--- src/rtl/assert_macros.svh ---
// ----------------------------------------------------------------------------
// assert_macros.svh
// Concurrent assertion shorthands shared by the height track table RTL.
// ----------------------------------------------------------------------------
`ifndef ASSERT_MACROS_SVH
`define ASSERT_MACROS_SVH

// Same-cycle implication, disabled while in reset.
`define ASSERT_IMPLIES(lbl, clk, rstn, ante, cons, msg) \
  lbl: assert property (@(posedge clk) disable iff (!(rstn)) (ante) |-> (cons)) \
    else $error(msg);

// Next-cycle implication, disabled while in reset.
`define ASSERT_NEXT(lbl, clk, rstn, ante, cons, msg) \
  lbl: assert property (@(posedge clk) disable iff (!(rstn)) (ante) |=> (cons)) \
    else $error(msg);

`endif

--- src/rtl/htt_pkg.sv ---
// ----------------------------------------------------------------------------
// htt_pkg
// Shared widths, codes and control types of the height track table.
// ----------------------------------------------------------------------------
package htt_pkg;

  localparam int ID_W   = 32;
  localparam int Z_W    = 32;
  localparam int CFG_W  = 5;
  localparam int ADDR_W = 3;
  localparam int APB_W  = 32;

  localparam logic [CFG_W-1:0] CFG_RESET = 5'd16;

  localparam logic OP_TRACK = 1'b0;
  localparam logic OP_CLEAR = 1'b1;

  localparam logic REG_ENTRIES_IN_USE = 1'b0;

  typedef struct packed {
    logic rd_en;
    logic wr_en;
    logic clr;
  } htt_mem_ctl_t;

endpackage

--- src/rtl/height_track_table.sv ---
// ----------------------------------------------------------------------------
// height_track_table
// Identifier/height table with sequential search, first-free fill and
// modulo eviction. One item at a time through a small sequencer.
// Clear, rejected and empty-range items go straight to the result. A track
//   item searches entries in order and updates a hit, else fills the first
//   free entry or evicts at the index from the 32-step bit-serial remainder
//   unit started at accept. A new item waits until the last result is in the
//   output register; the search reads one entry per cycle from the read port.
// Reset: table empty, entries_in_use 16, no result pending.
// ----------------------------------------------------------------------------
`include "assert_macros.svh"

module height_track_table
  import htt_pkg::*;
#(
  parameter int TABLE_ENTRIES = 16
) (
  input  logic              clk_i,
  input  logic              rst_ni,
  input  logic              s_axis_tvalid,
  output logic              s_axis_tready,
  input  logic [63:0]       s_axis_tdata,   // record_id[31:0], position_z[63:32]
  input  logic              s_axis_tuser,   // opcode[0]
  output logic              m_axis_tvalid,
  input  logic              m_axis_tready,
  output logic [31:0]       m_axis_tdata,   // height_change[31:0]
  output logic [1:0]        m_axis_tuser,   // seen[0], rejected[1]
  input  logic              psel,
  input  logic              penable,
  input  logic              pwrite,
  input  logic [ADDR_W-1:0] paddr,
  input  logic [APB_W-1:0]  pwdata,
  output logic [APB_W-1:0]  prdata,
  output logic              pready
);

  localparam int IDX_W = (TABLE_ENTRIES > 1) ? $clog2(TABLE_ENTRIES) : 1;

  typedef enum logic [1:0] {
    ST_IDLE,
    ST_SEARCH,
    ST_EVICT,
    ST_DONE
  } state_e;

  state_e           state_q;
  logic [CFG_W-1:0] cfg_q;
  logic [CFG_W-1:0] n_sat;
  logic [CFG_W-1:0] n_q;
  logic [CFG_W-1:0] cnt_q;
  logic             chk_q;
  logic [IDX_W-1:0] chk_idx_q;
  logic             have_free_q;
  logic [IDX_W-1:0] free_at_q;
  logic [ID_W-1:0]  rid_q;
  logic [Z_W-1:0]   z_q;
  logic             res_seen_q;
  logic             res_rej_q;
  logic [Z_W-1:0]   res_chg_q;
  logic             m_valid_q;
  logic             m_seen_q;
  logic             m_rej_q;
  logic [Z_W-1:0]   m_chg_q;

  htt_mem_ctl_t     ctl;
  logic [IDX_W-1:0] rd_addr;
  logic [IDX_W-1:0] wr_addr;
  logic [ID_W-1:0]  rd_id;
  logic [Z_W-1:0]   rd_height;
  logic             rem_done;
  logic [CFG_W-1:0] rem;
  logic             acc;
  logic             in_op;
  logic [ID_W-1:0]  in_rid;
  logic [Z_W-1:0]   in_z;
  logic             rem_start;
  logic             issue;
  logic             hit;
  logic             sdone;
  logic [Z_W:0]     diff;
  logic [Z_W-1:0]   chg_sat;
  logic             cfg_wr;

  assign in_op  = s_axis_tuser;
  assign in_rid = s_axis_tdata[ID_W-1:0];
  assign in_z   = s_axis_tdata[ID_W+Z_W-1:ID_W];

  assign s_axis_tready = (state_q == ST_IDLE);
  assign acc           = s_axis_tvalid && s_axis_tready;

  assign n_sat = (32'(cfg_q) > TABLE_ENTRIES) ? CFG_W'(TABLE_ENTRIES) : cfg_q;

  always_comb begin
    rem_start = acc && (in_op == OP_TRACK) && (in_rid != '0) && (n_sat != '0);
    issue     = (state_q == ST_SEARCH) && (cnt_q < n_q);
    hit       = (state_q == ST_SEARCH) && chk_q && (rd_id == rid_q);
    sdone     = (state_q == ST_SEARCH) && !chk_q && !issue;

    diff    = {z_q[Z_W-1], z_q} - {rd_height[Z_W-1], rd_height};
    chg_sat = diff[Z_W-1:0];
    if (diff[Z_W] != diff[Z_W-1]) begin
      chg_sat = diff[Z_W] ? {1'b1, {(Z_W-1){1'b0}}} : {1'b0, {(Z_W-1){1'b1}}};
    end

    ctl.rd_en = issue;
    ctl.clr   = acc && (in_op == OP_CLEAR);
    ctl.wr_en = 1'b0;
    rd_addr   = IDX_W'(cnt_q);
    wr_addr   = chk_idx_q;
    if (hit) begin
      ctl.wr_en = 1'b1;
    end else if (sdone && have_free_q) begin
      ctl.wr_en = 1'b1;
      wr_addr   = free_at_q;
    end else if ((state_q == ST_EVICT) && rem_done) begin
      ctl.wr_en = 1'b1;
      wr_addr   = IDX_W'(rem);
    end
  end

  htt_store #(
    .ENTRIES (TABLE_ENTRIES),
    .IDX_W   (IDX_W)
  ) u_store (
    .clk_i       (clk_i),
    .rst_ni      (rst_ni),
    .ctl_i       (ctl),
    .rd_addr_i   (rd_addr),
    .wr_addr_i   (wr_addr),
    .wr_id_i     (rid_q),
    .wr_height_i (z_q),
    .rd_id_o     (rd_id),
    .rd_height_o (rd_height)
  );

  htt_rem u_rem (
    .clk_i      (clk_i),
    .rst_ni     (rst_ni),
    .start_i    (rem_start),
    .dividend_i (in_rid),
    .divisor_i  (n_sat),
    .done_o     (rem_done),
    .rem_o      (rem)
  );

  always_ff @(posedge clk_i or negedge rst_ni) begin
    if (!rst_ni) begin
      state_q     <= ST_IDLE;
      n_q         <= '0;
      cnt_q       <= '0;
      chk_q       <= 1'b0;
      chk_idx_q   <= '0;
      have_free_q <= 1'b0;
      free_at_q   <= '0;
      res_seen_q  <= 1'b0;
      res_rej_q   <= 1'b0;
      res_chg_q   <= '0;
      m_valid_q   <= 1'b0;
      m_seen_q    <= 1'b0;
      m_rej_q     <= 1'b0;
      m_chg_q     <= '0;
    end else begin
      if (m_valid_q && m_axis_tready && (state_q != ST_DONE)) begin
        m_valid_q <= 1'b0;
      end
      case (state_q)
        ST_IDLE: begin
          chk_q       <= 1'b0;
          cnt_q       <= '0;
          have_free_q <= 1'b0;
          if (acc) begin
            n_q        <= n_sat;
            res_seen_q <= 1'b0;
            res_chg_q  <= '0;
            res_rej_q  <= (in_op == OP_TRACK) && (in_rid == '0);
            state_q    <= rem_start ? ST_SEARCH : ST_DONE;
          end
        end
        ST_SEARCH: begin
          chk_q     <= issue;
          chk_idx_q <= IDX_W'(cnt_q);
          if (issue) begin
            cnt_q <= cnt_q + 1'b1;
          end
          if (hit) begin
            res_seen_q <= 1'b1;
            res_chg_q  <= chg_sat;
            state_q    <= ST_DONE;
          end else if (chk_q && (rd_id == '0) && !have_free_q) begin
            have_free_q <= 1'b1;
            free_at_q   <= chk_idx_q;
          end
          if (sdone) begin
            state_q <= have_free_q ? ST_DONE : ST_EVICT;
          end
        end
        ST_EVICT: begin
          if (rem_done) begin
            state_q <= ST_DONE;
          end
        end
        ST_DONE: begin
          if (!m_valid_q || m_axis_tready) begin
            m_valid_q <= 1'b1;
            m_seen_q  <= res_seen_q;
            m_rej_q   <= res_rej_q;
            m_chg_q   <= res_chg_q;
            state_q   <= ST_IDLE;
          end
        end
        default: begin
          state_q <= ST_IDLE;
        end
      endcase
    end
  end

  always_ff @(posedge clk_i or negedge rst_ni) begin
    if (!rst_ni) begin
      rid_q <= '0;
      z_q   <= '0;
    end else if (acc) begin
      rid_q <= in_rid;
      z_q   <= in_z;
    end
  end

  // Config port
  assign cfg_wr = psel && penable && pwrite && pready;

  always_ff @(posedge clk_i or negedge rst_ni) begin
    if (!rst_ni) begin
      cfg_q <= CFG_RESET;
    end else if (cfg_wr && (paddr[2] == REG_ENTRIES_IN_USE)) begin
      cfg_q <= pwdata[CFG_W-1:0];
    end
  end

  assign pready = 1'b1;
  assign prdata = (paddr[2] == REG_ENTRIES_IN_USE) ? APB_W'(cfg_q) : '0;

  assign m_axis_tvalid = m_valid_q;
  assign m_axis_tdata  = m_chg_q;
  assign m_axis_tuser  = {m_rej_q, m_seen_q};

  `ASSERT_IMPLIES(a_cnt_range, clk_i, rst_ni, state_q == ST_SEARCH, cnt_q <= n_q,
                  "search index past entry count")
  `ASSERT_IMPLIES(a_evict_idx, clk_i, rst_ni, (state_q == ST_EVICT) && rem_done,
                  rem < n_q, "eviction index past entry count")
  `ASSERT_NEXT(a_hit_seen, clk_i, rst_ni, hit, res_seen_q && (state_q == ST_DONE),
               "hit did not produce a seen result")

endmodule

--- src/rtl/htt_store.sv ---
// ----------------------------------------------------------------------------
// htt_store
// Identifier and height memories with per-entry valid bits; an invalid
// entry reads as zero. Registered read port, single write port.
// ----------------------------------------------------------------------------
`include "assert_macros.svh"

module htt_store
  import htt_pkg::*;
#(
  parameter int ENTRIES = 16,
  parameter int IDX_W   = 4
) (
  input  logic             clk_i,
  input  logic             rst_ni,
  input  htt_mem_ctl_t     ctl_i,
  input  logic [IDX_W-1:0] rd_addr_i,
  input  logic [IDX_W-1:0] wr_addr_i,
  input  logic [ID_W-1:0]  wr_id_i,
  input  logic [Z_W-1:0]   wr_height_i,
  output logic [ID_W-1:0]  rd_id_o,
  output logic [Z_W-1:0]   rd_height_o
);

  logic [ID_W-1:0]    id_mem [ENTRIES];
  logic [Z_W-1:0]     h_mem  [ENTRIES];
  logic [ENTRIES-1:0] vld_q;
  logic               rd_vld_q;
  logic [ID_W-1:0]    rd_id_q;
  logic [Z_W-1:0]     rd_h_q;

  always_ff @(posedge clk_i) begin
    if (ctl_i.wr_en) begin
      id_mem[wr_addr_i] <= wr_id_i;
      h_mem[wr_addr_i]  <= wr_height_i;
    end
    if (ctl_i.rd_en) begin
      rd_id_q <= id_mem[rd_addr_i];
      rd_h_q  <= h_mem[rd_addr_i];
    end
  end

  always_ff @(posedge clk_i or negedge rst_ni) begin
    if (!rst_ni) begin
      vld_q    <= '0;
      rd_vld_q <= 1'b0;
    end else begin
      if (ctl_i.clr) begin
        vld_q <= '0;
      end else if (ctl_i.wr_en) begin
        vld_q[wr_addr_i] <= 1'b1;
      end
      if (ctl_i.rd_en) begin
        rd_vld_q <= vld_q[rd_addr_i];
      end
    end
  end

  assign rd_id_o     = rd_vld_q ? rd_id_q : '0;
  assign rd_height_o = rd_vld_q ? rd_h_q  : '0;

  `ASSERT_NEXT(a_clr_empties, clk_i, rst_ni, ctl_i.clr && !ctl_i.wr_en, vld_q == '0,
               "clear left a valid entry")

endmodule

--- src/rtl/htt_rem.sv ---
// ----------------------------------------------------------------------------
// htt_rem
// Bit-serial restoring remainder of a 32-bit identifier by the entry count,
// one dividend bit per cycle.
// ----------------------------------------------------------------------------
`include "assert_macros.svh"

module htt_rem
  import htt_pkg::*;
(
  input  logic             clk_i,
  input  logic             rst_ni,
  input  logic             start_i,
  input  logic [ID_W-1:0]  dividend_i,
  input  logic [CFG_W-1:0] divisor_i,
  output logic             done_o,
  output logic [CFG_W-1:0] rem_o
);

  localparam int STEP_W = $clog2(ID_W);

  logic              busy_q;
  logic              done_q;
  logic [STEP_W-1:0] step_q;
  logic [ID_W-1:0]   dvd_q;
  logic [CFG_W-1:0]  dvs_q;
  logic [CFG_W-1:0]  rem_q;
  logic [CFG_W:0]    trial;
  logic [CFG_W:0]    diff;

  always_comb begin
    trial = {rem_q, dvd_q[ID_W-1]};
    diff  = trial - {1'b0, dvs_q};
  end

  always_ff @(posedge clk_i or negedge rst_ni) begin
    if (!rst_ni) begin
      busy_q <= 1'b0;
      done_q <= 1'b0;
      step_q <= '0;
      dvd_q  <= '0;
      dvs_q  <= '0;
      rem_q  <= '0;
    end else if (start_i) begin
      busy_q <= 1'b1;
      done_q <= 1'b0;
      step_q <= '0;
      dvd_q  <= dividend_i;
      dvs_q  <= divisor_i;
      rem_q  <= '0;
    end else if (busy_q) begin
      dvd_q  <= {dvd_q[ID_W-2:0], 1'b0};
      rem_q  <= (trial >= {1'b0, dvs_q}) ? diff[CFG_W-1:0] : trial[CFG_W-1:0];
      step_q <= step_q + 1'b1;
      if (step_q == STEP_W'(ID_W - 1)) begin
        busy_q <= 1'b0;
        done_q <= 1'b1;
      end
    end
  end

  assign done_o = done_q;
  assign rem_o  = rem_q;

  `ASSERT_IMPLIES(a_rem_below, clk_i, rst_ni, done_q, rem_q < dvs_q,
                  "remainder not below divisor")

endmodule
--- config.mk ---
export PLATFORM = sky130hd
export DESIGN_NAME = height_track_table
export DESIGN_NICKNAME = d
export VERILOG_FILES = /design/src/rtl/htt_pkg.sv /design/src/rtl/height_track_table.sv /design/src/rtl/htt_store.sv /design/src/rtl/htt_rem.sv
export VERILOG_INCLUDE_DIRS = /design/src /design/src/rtl
export SDC_FILE = /design/constraint.sdc
export NUM_CORES = 1
export LEC_CHECK = 0
export BUFFER_PORTS_ARGS = -buffer_cell sky130_fd_sc_hd__buf_2
export CAP_MARGIN = 25
export CORE_UTILIZATION = 25
export CTS_CLUSTER_DIAMETER = 40
export DETAILED_ROUTE_END_ITERATION = 6
export HOLD_SLACK_MARGIN = 0.03
export PLACE_DENSITY_LB_ADDON = 0.3
export SLEW_MARGIN = 10
export SYNTH_ARGS = -nofsm -noshare
export SYNTH_HDL_FRONTEND = slang
export SYNTH_SLANG_ARGS = --single-unit
--- constraint.sdc ---
create_clock -name clk_i -period 7.4 [get_ports clk_i]
set_clock_uncertainty 0.05 [all_clocks]
set_input_delay 0.74 -clock clk_i [delete_from_list [all_inputs] [get_ports clk_i]]
set_output_delay 0.74 -clock clk_i [all_outputs]
set_load 0.005 [all_outputs]
After elaboration in Yosys (flattened, before gate mapping):

Memories as Yosys holds them, arrays and structs flattened. A register that Yosys moved wholly into a read port is not among the register bits.
Cells that the tools add are included.

* memories kept: 2
* memory bits (writable): 1024
* latch bits: 0
* memory bits (read-only): 0
* output and inout port bits: 69
* register bits after elaboration: 226

Memories
* u_store.h_mem: depth 16, bits a word 32, read ports 1, clocked after memory_dff 1, wr ports 1, RTL line htt_store.sv:26 `logic [Z_W-1:0] h_mem [ENTRIES];`
* u_store.id_mem: depth 16, bits a word 32, read ports 1, clocked after memory_dff 1, wr ports 1, RTL line htt_store.sv:25 `logic [ID_W-1:0] id_mem [ENTRIES];`

* multiplexer cells: 56
* bitwise logic cells: 4
* divide/modulo/power cells: 0
* reduce and logical (&&, ||, !) cells: 43
* order comparisons: 6
* shift-type cells: 0
* add/subtract/negate cells: 4
* equal/unequal tests: 15
* $mul: 0

Operator list (count)
* 32-bit 2-to-1 mux: 8
* 32-bit logical NOT: 2
* 32-bit case mux with 2 select lines: 1
* 5-bit 2-to-1 mux: 8
* 32-bit by 32-bit subtractor with 33-bit output: 1
* 32-bit == test: 1
* 16-bit 2-to-1 mux: 2
* 32-bit nonzero test: 1
* 1-bit logical AND: 21
* 1-bit 2-to-1 mux: 21
* 16-bit OR: 1
* 2-bit 2-to-1 mux: 6
* 4-bit 2-to-1 mux: 3
* 5-bit by 1-bit adder with 5-bit output (second input constant): 2
* 4-bit by 5-bit less-than comparator with 1-bit output (second input constant): 2
* 2-bit != test (second input constant): 5
* 5-bit case mux with 2 select lines: 1
* 3-bit AND reduction: 3
* 2-bit case mux with 4 select lines: 1
* 2-bit AND reduction: 4
* 2-bit nonzero test: 4
* 6-bit by 5-bit greater-or-equal comparator with 1-bit output: 1
* 2-bit by 1-bit != test with 1-bit output (second input constant): 3
* 1-bit case mux with 2 select lines: 3
* other kinds (17): 23

Longest topological paths before layout:

* depth after elaboration: 14
* depth in mapped cells: 17
* gate-level depth less buffers: 13

Modules after synthesis:

A second synthesis with hierarchy kept.

* cells, all modules: 2751
* area total of the unflattened synthesis: 53169.7 sq um

By module, submodules not included
* htt_store: sequential area each 33096.7 sq um, area each 41516.1 sq um, instances 1, cells each 1633
* height_track_table: sequential area each 4005.1 sq um, area each 9243.9 sq um, instances 1, cells each 880
* htt_rem: sequential area each 1226.2 sq um, area each 2409.8 sq um, instances 1, cells each 238

Worst setup path after synthesis:

No wires, ideal clock.

* path type: flip-flop to flip-flop
* start: register rid_q[3]
* end: memory u_store.h_mem[1][0] (enable)
* arrival: 5.959 ns
* required time: 6.841 ns
* cell stages (with the launch flop): 10
* setup slack: 0.883 ns
* library setup time: 0.509 ns
* cells stage by stage: dfrtp_1 > nand2b_1 > o221ai_2 > o41ai_2 > a21oi_1 > or4_4 > or4_4 > buf_6 > or3_4 > a21oi_1

* word-level cells in the longest chain between the ends: 5
* elaborated cells on any way between the ends: 6

Ends and longest elaborated chain
* from (decl): RTL line height_track_table.sv:56 `logic [ID_W-1:0] rid_q;`
* from (signal assigned): RTL line height_track_table.sv:224 `rid_q <= in_rid;`
* 32-bit == test *: RTL line height_track_table.sv:97 `hit = (state_q == ST_SEARCH) && chk_q && (rd_id == rid_q);`
* 1-bit logical AND *: RTL line height_track_table.sv:97
* 1-bit 2-to-1 mux: RTL line height_track_table.sv:111 `if (hit) begin`
* 1-bit 2-to-1 mux: RTL line htt_store.sv:33 `if (ctl_i.wr_en) begin`
* 1-bit 2-to-1 mux (implied by the code): RTL line htt_store.sv:35 `h_mem[wr_addr_i] <= wr_height_i;`
* to (decl): RTL line htt_store.sv:26

Every way passes the cells marked *; elsewhere a longest branch is shown, timed or not.

Worst setup path after layout:

* start: register rid_q[3]
* end: memory u_store.id_mem[7][13] (enable)

* word-level cells in the longest chain between the ends: 5
* elaborated cells on any way between the ends: 6

Ends and longest elaborated chain
* 32-bit == test *: RTL line height_track_table.sv:97
* 1-bit logical AND *: RTL line height_track_table.sv:97
* 1-bit 2-to-1 mux: RTL line height_track_table.sv:111
* 1-bit 2-to-1 mux: RTL line htt_store.sv:33
* 1-bit 2-to-1 mux (implied by the code): RTL line htt_store.sv:34 `id_mem[wr_addr_i] <= wr_id_i;`
* to (decl): RTL line htt_store.sv:25

Marked as above.

==> key figures <==
STA
  – Pins over their slew limit: 0
  – Final period utilization: 71.2%
  – RSZ-0062 raised after global routing: false
  – Post-layout min period: 5270 ps
  – Slew headroom: 25.0%
  – Total negative slack: 0 ps
  – FMAX: 190 MHz
  – Slew at the pin closest to its max-slew limit: 1120 ps
  – # setup viols final: 0
  – Hold slack: 127 ps
  – Final worst slack: 2130 ps
  – Count of final hold-check violations: 0

Worst hold path
  – Hold Crit Class: in -> reg
  – Hold Path End: z_q[17]$_DFFE_PN0P_
  – Worst Hold Depth: 2
  – Hold path start: s_axis_tdata[49]

Synth
  – Sequential area share after synthesis: 72.4%
  – Simple-Gate Fraction of Synth Area: 3.26%
  – Largest area contributor in the netlist: edfxtp_1
  – Area fraction in compound gates after synthesis: 3.57%
  – Synth Area per Inst: 19.4 µm²
  – Share of Yosys cell area claimed by the top area cell type: 61.7%
  – Adder-Cell Fraction of Synth Area: 1.21%
  – Yosys cell types: 71
  – Main combinational cell family by area after synthesis: multiplexers
  – Synth warn: 0
  – Largest cells by area after synthesis: edfxtp_1 62%, mux4_2 14%, dfrtp_1 11%, mux2_2 2.4%, ha_1 1.1%
  – Most used DFF post-synth: edfxtp_1
  – Post-synthesis mux area share: 17.1%
  – Flops & latches, synth: 1314
  – FFs w/ async S/R, synth: 17.2%
  – EDFF count, synth: 1088
  – Cells after synthesis: 2729
  – Synth Area in XOR/XNOR: 0.728%
  – Mapped Area: 52900 µm²

GRT
  – First-pass GRT wire length: 194000 µm
  – Total track usage: 12.5%
  – Largest net degree at the start of global routing: 113
  – Gr ovfl total: 0
  – Initial antenna violation count: 9
  – Vias in the first global route: 27176

Placed design
  – Pre-CTS setup slack: 2130 ps
  – GPL Wtd Cong: 0.784
  – Port Buf Inserts: 118
  – Dpl cells: 5577
  – Final HPWL DP: 74200 µm
  – Cell Area, Placed: 57300 µm²

Layout
  – Area occupied by multi-input gates: 14000 µm²
  – Cell Count, Final, Fillers Out: 5892
  – Design area: 63000 µm²
  – FF+latch area: 38300 µm²
  – NumNets Final: 3100
  – Filler cells: 20456
  – Layout cells sized above 1: 30.4%
  – Layout area overhead: 19.0%

Power
  – Clock power frac: 32.4%
  – Power per cell area: 398 nW/µm²
  – Leak Pwr: 0.0211 µW
  – Combinational Power Share: 23.0%
  – Worst vdd ir: 0.000266 V
  – Sw Pwr: 7920 µW
  – Reg power frac: 44.5%
  – Cell Int Power: 17200 µW
  – Switching power share of the total: 31.6%

Critical path
  – CP bufs+invs: 1
  – Cell Chain, Critical Path: nand2b_1, o221ai_2, o41ai_2, a21oi_1, or4_4, or4_4, or3_4, and2_1, nor2_4, buf_4
  – Critical path type: reg -> reg
  – CP arrival: 5670 ps
  – Critical path's top delay family: simple AND/OR/NAND/NOR gates
  – R2R setup slack: 2130 ps
  – Worst r2r path cells: 10
  – Startpoint types: flop
  – Crit path max fanout: 20
  – RR Endpoint: u_store.id_mem[7][13]$_DFFE_PP_
  – Setup crit end kind: flop
  – Worst stage delay on the critical path: 860 ps
  – CP Depth: 10
  – CP most frequent cell: or4_4
  – CP max stage cell: nor2_4
  – Reg2reg start: rid_q[3]$_DFFE_PN0P_
  – Worst path required time: 7800 ps

Floorplanning
  – Die Y-Extent: 462 µm
  – Die Area: 214000 µm²
  – Initial Utilization: 25.2%
  – FP Rows: 168
  – I/O Pins: 176
  – Die width: 462 µm
  – Core footprint: 210000 µm²

Clock network
  – Clock root cell: clkbuf_16
  – PostCTS Resize Cnt: 0
  – CTS tree: done
  – Skew-Pair Late Insertion Delay: 810 ps
  – Sink Count: 1314
  – H-tree depth: 4
  – Total setup buffers inserted after CTS: 0
  – Reg clk slew, reported paths: 60 ps
  – Hold_buf cts: 1
  – Cts bufs inserted: 164
  – Clk buf depth: 3

Drt
  – Total Wirelength: 134000 µm
  – Final antenna-violating net count: 0
  – DRT iter0 DRCs: 2185
  – DR vias: 26523
  – WL/cell: 22.7 µm
  – Drt pass-1 iters: 5
  – Drt drc: 0
  – Vias per cell: 4.50

Flow run
  – Number of max-cap violations: 0

Run status
  – Status: completed
[registers in the layout, summed over array words and instances (netlist names), 32 cells and up]
register	flops
m_axis_tdata	32
res_chg_q	32
rid_q	32
u_rem.dvd_q	32
u_store.h_mem	512
u_store.id_mem	512
u_store.rd_h_q	32
u_store.rd_id_q	32
z_q	32
[power by group through the flow]
stage               clock network [µW]  logic (µW)  registers [µW]
detailed placement                   0        5820           11300
finish                            8140        5780           11200
CTS                               8340        5840           11200
global route                      8640        6310           11400
global placement                     0        5830           11300
floorplan                            0        4370           10600
[worst max path at each step]
stage | startpoint | to | slack [ps]
after detailed placement | rid_q[3]$_DFFE_PN0P_ | u_store.id_mem[7][28]$_DFFE_PP_ | 2130
after floorplan | rid_q[3]$_DFFE_PN0P_ | u_store.h_mem[1][0]$_DFFE_PP_ | 880
after global placement | rid_q[3]$_DFFE_PN0P_ | u_store.id_mem[7][28]$_DFFE_PP_ | 2170
after CTS | rid_q[3]$_DFFE_PN0P_ | u_store.id_mem[7][7]$_DFFE_PP_ | 2110
final | rid_q[3]$_DFFE_PN0P_ | u_store.id_mem[7][13]$_DFFE_PP_ | 2130
after global routing | rid_q[3]$_DFFE_PN0P_ | u_store.id_mem[7][7]$_DFFE_PP_ | 2000
[cell type report]
| class | count | area share (%) |
|---|---|---|
| antenna | 1 | 0.00397 |
| clock buffer | 192 | 6.83 |
| clock inverter | 117 | 2.13 |
| inverter | 49 | 0.292 |
| multi-input combinational | 1231 | 22.2 |
| sequential | 1314 | 60.9 |
| tap | 2805 | 5.57 |
| timing repair buffer | 183 | 2.14 |
[synth_stat cells, drive strengths merged (37+ instances only)]
cell type / n
o21ai: 76
dfrtp: 225
inv: 49
nor2: 66
mux2i: 42
edfxtp: 1088
nand2: 132
buf: 67
mux2: 115
clkbuf: 94
a21oi: 37
ha: 48
mux4: 325
[routing by layer]
metal	track usage (%)	vias up	wire length (µm)
met1	17.9	14100	62500
met2	19.5	707	62000
met3	2.54	166	7070
met4	2.70	0	2050
li1	-	11550	-
met5	0	-	0
[metrics by stage]
step	utilization [%]	power (µW)
2_1_floorplan	-	14900
3_3_place_gp	27.3	17100
3_5_place_dp	27.3	17200
4_1_cts	30.0	25400
5_1_grt	30.0	26300
6_report	30.0	25100
[worst reg2reg max path, stage by stage (launching register included)]
cell	delay, ps
dfrtp_1	740
nand2b_1	200
o221ai_2	100
o41ai_2	330
a21oi_1	160
or4_4	580
or4_4	700
or3_4	440
and2_1	270
nor2_4	860
buf_4	460
[kinds of logic after synthesis]
group | after synthesis
buffers and inverters | 210
other | 2
adder cells (fa/ha/maj) | 50
flip-flops | 1314
AO/OA/AOI/OAI | 273
multiplexers | 482
XOR/XNOR | 44
AND/OR/NAND/NOR | 354
[cells in the final DEF, fill, tap and decap left out, types with 17 or more instances in the layout]
master,n
o21ai_0,75
xnor2_1,27
mux2_2,115
mux2i_1,42
dfrtp_1,219
o21a_1,21
clkbuf_1,20
edfxtp_1,1088
nor4_1,24
nand3_1,31
clkinv_2,22
clkinv_1,18
clkbuf_16,165
nand2_1,130
ha_1,48
mux4_2,325
buf_12,19
a21o_1,18
buf_2,117
nor2_1,52
xor2_1,17
a21oi_1,32
conb_1,28
inv_1,49
and2_1,18
a221o_1,27
buf_4,43
No activity file was read; power rests on OpenSTA's default activity.
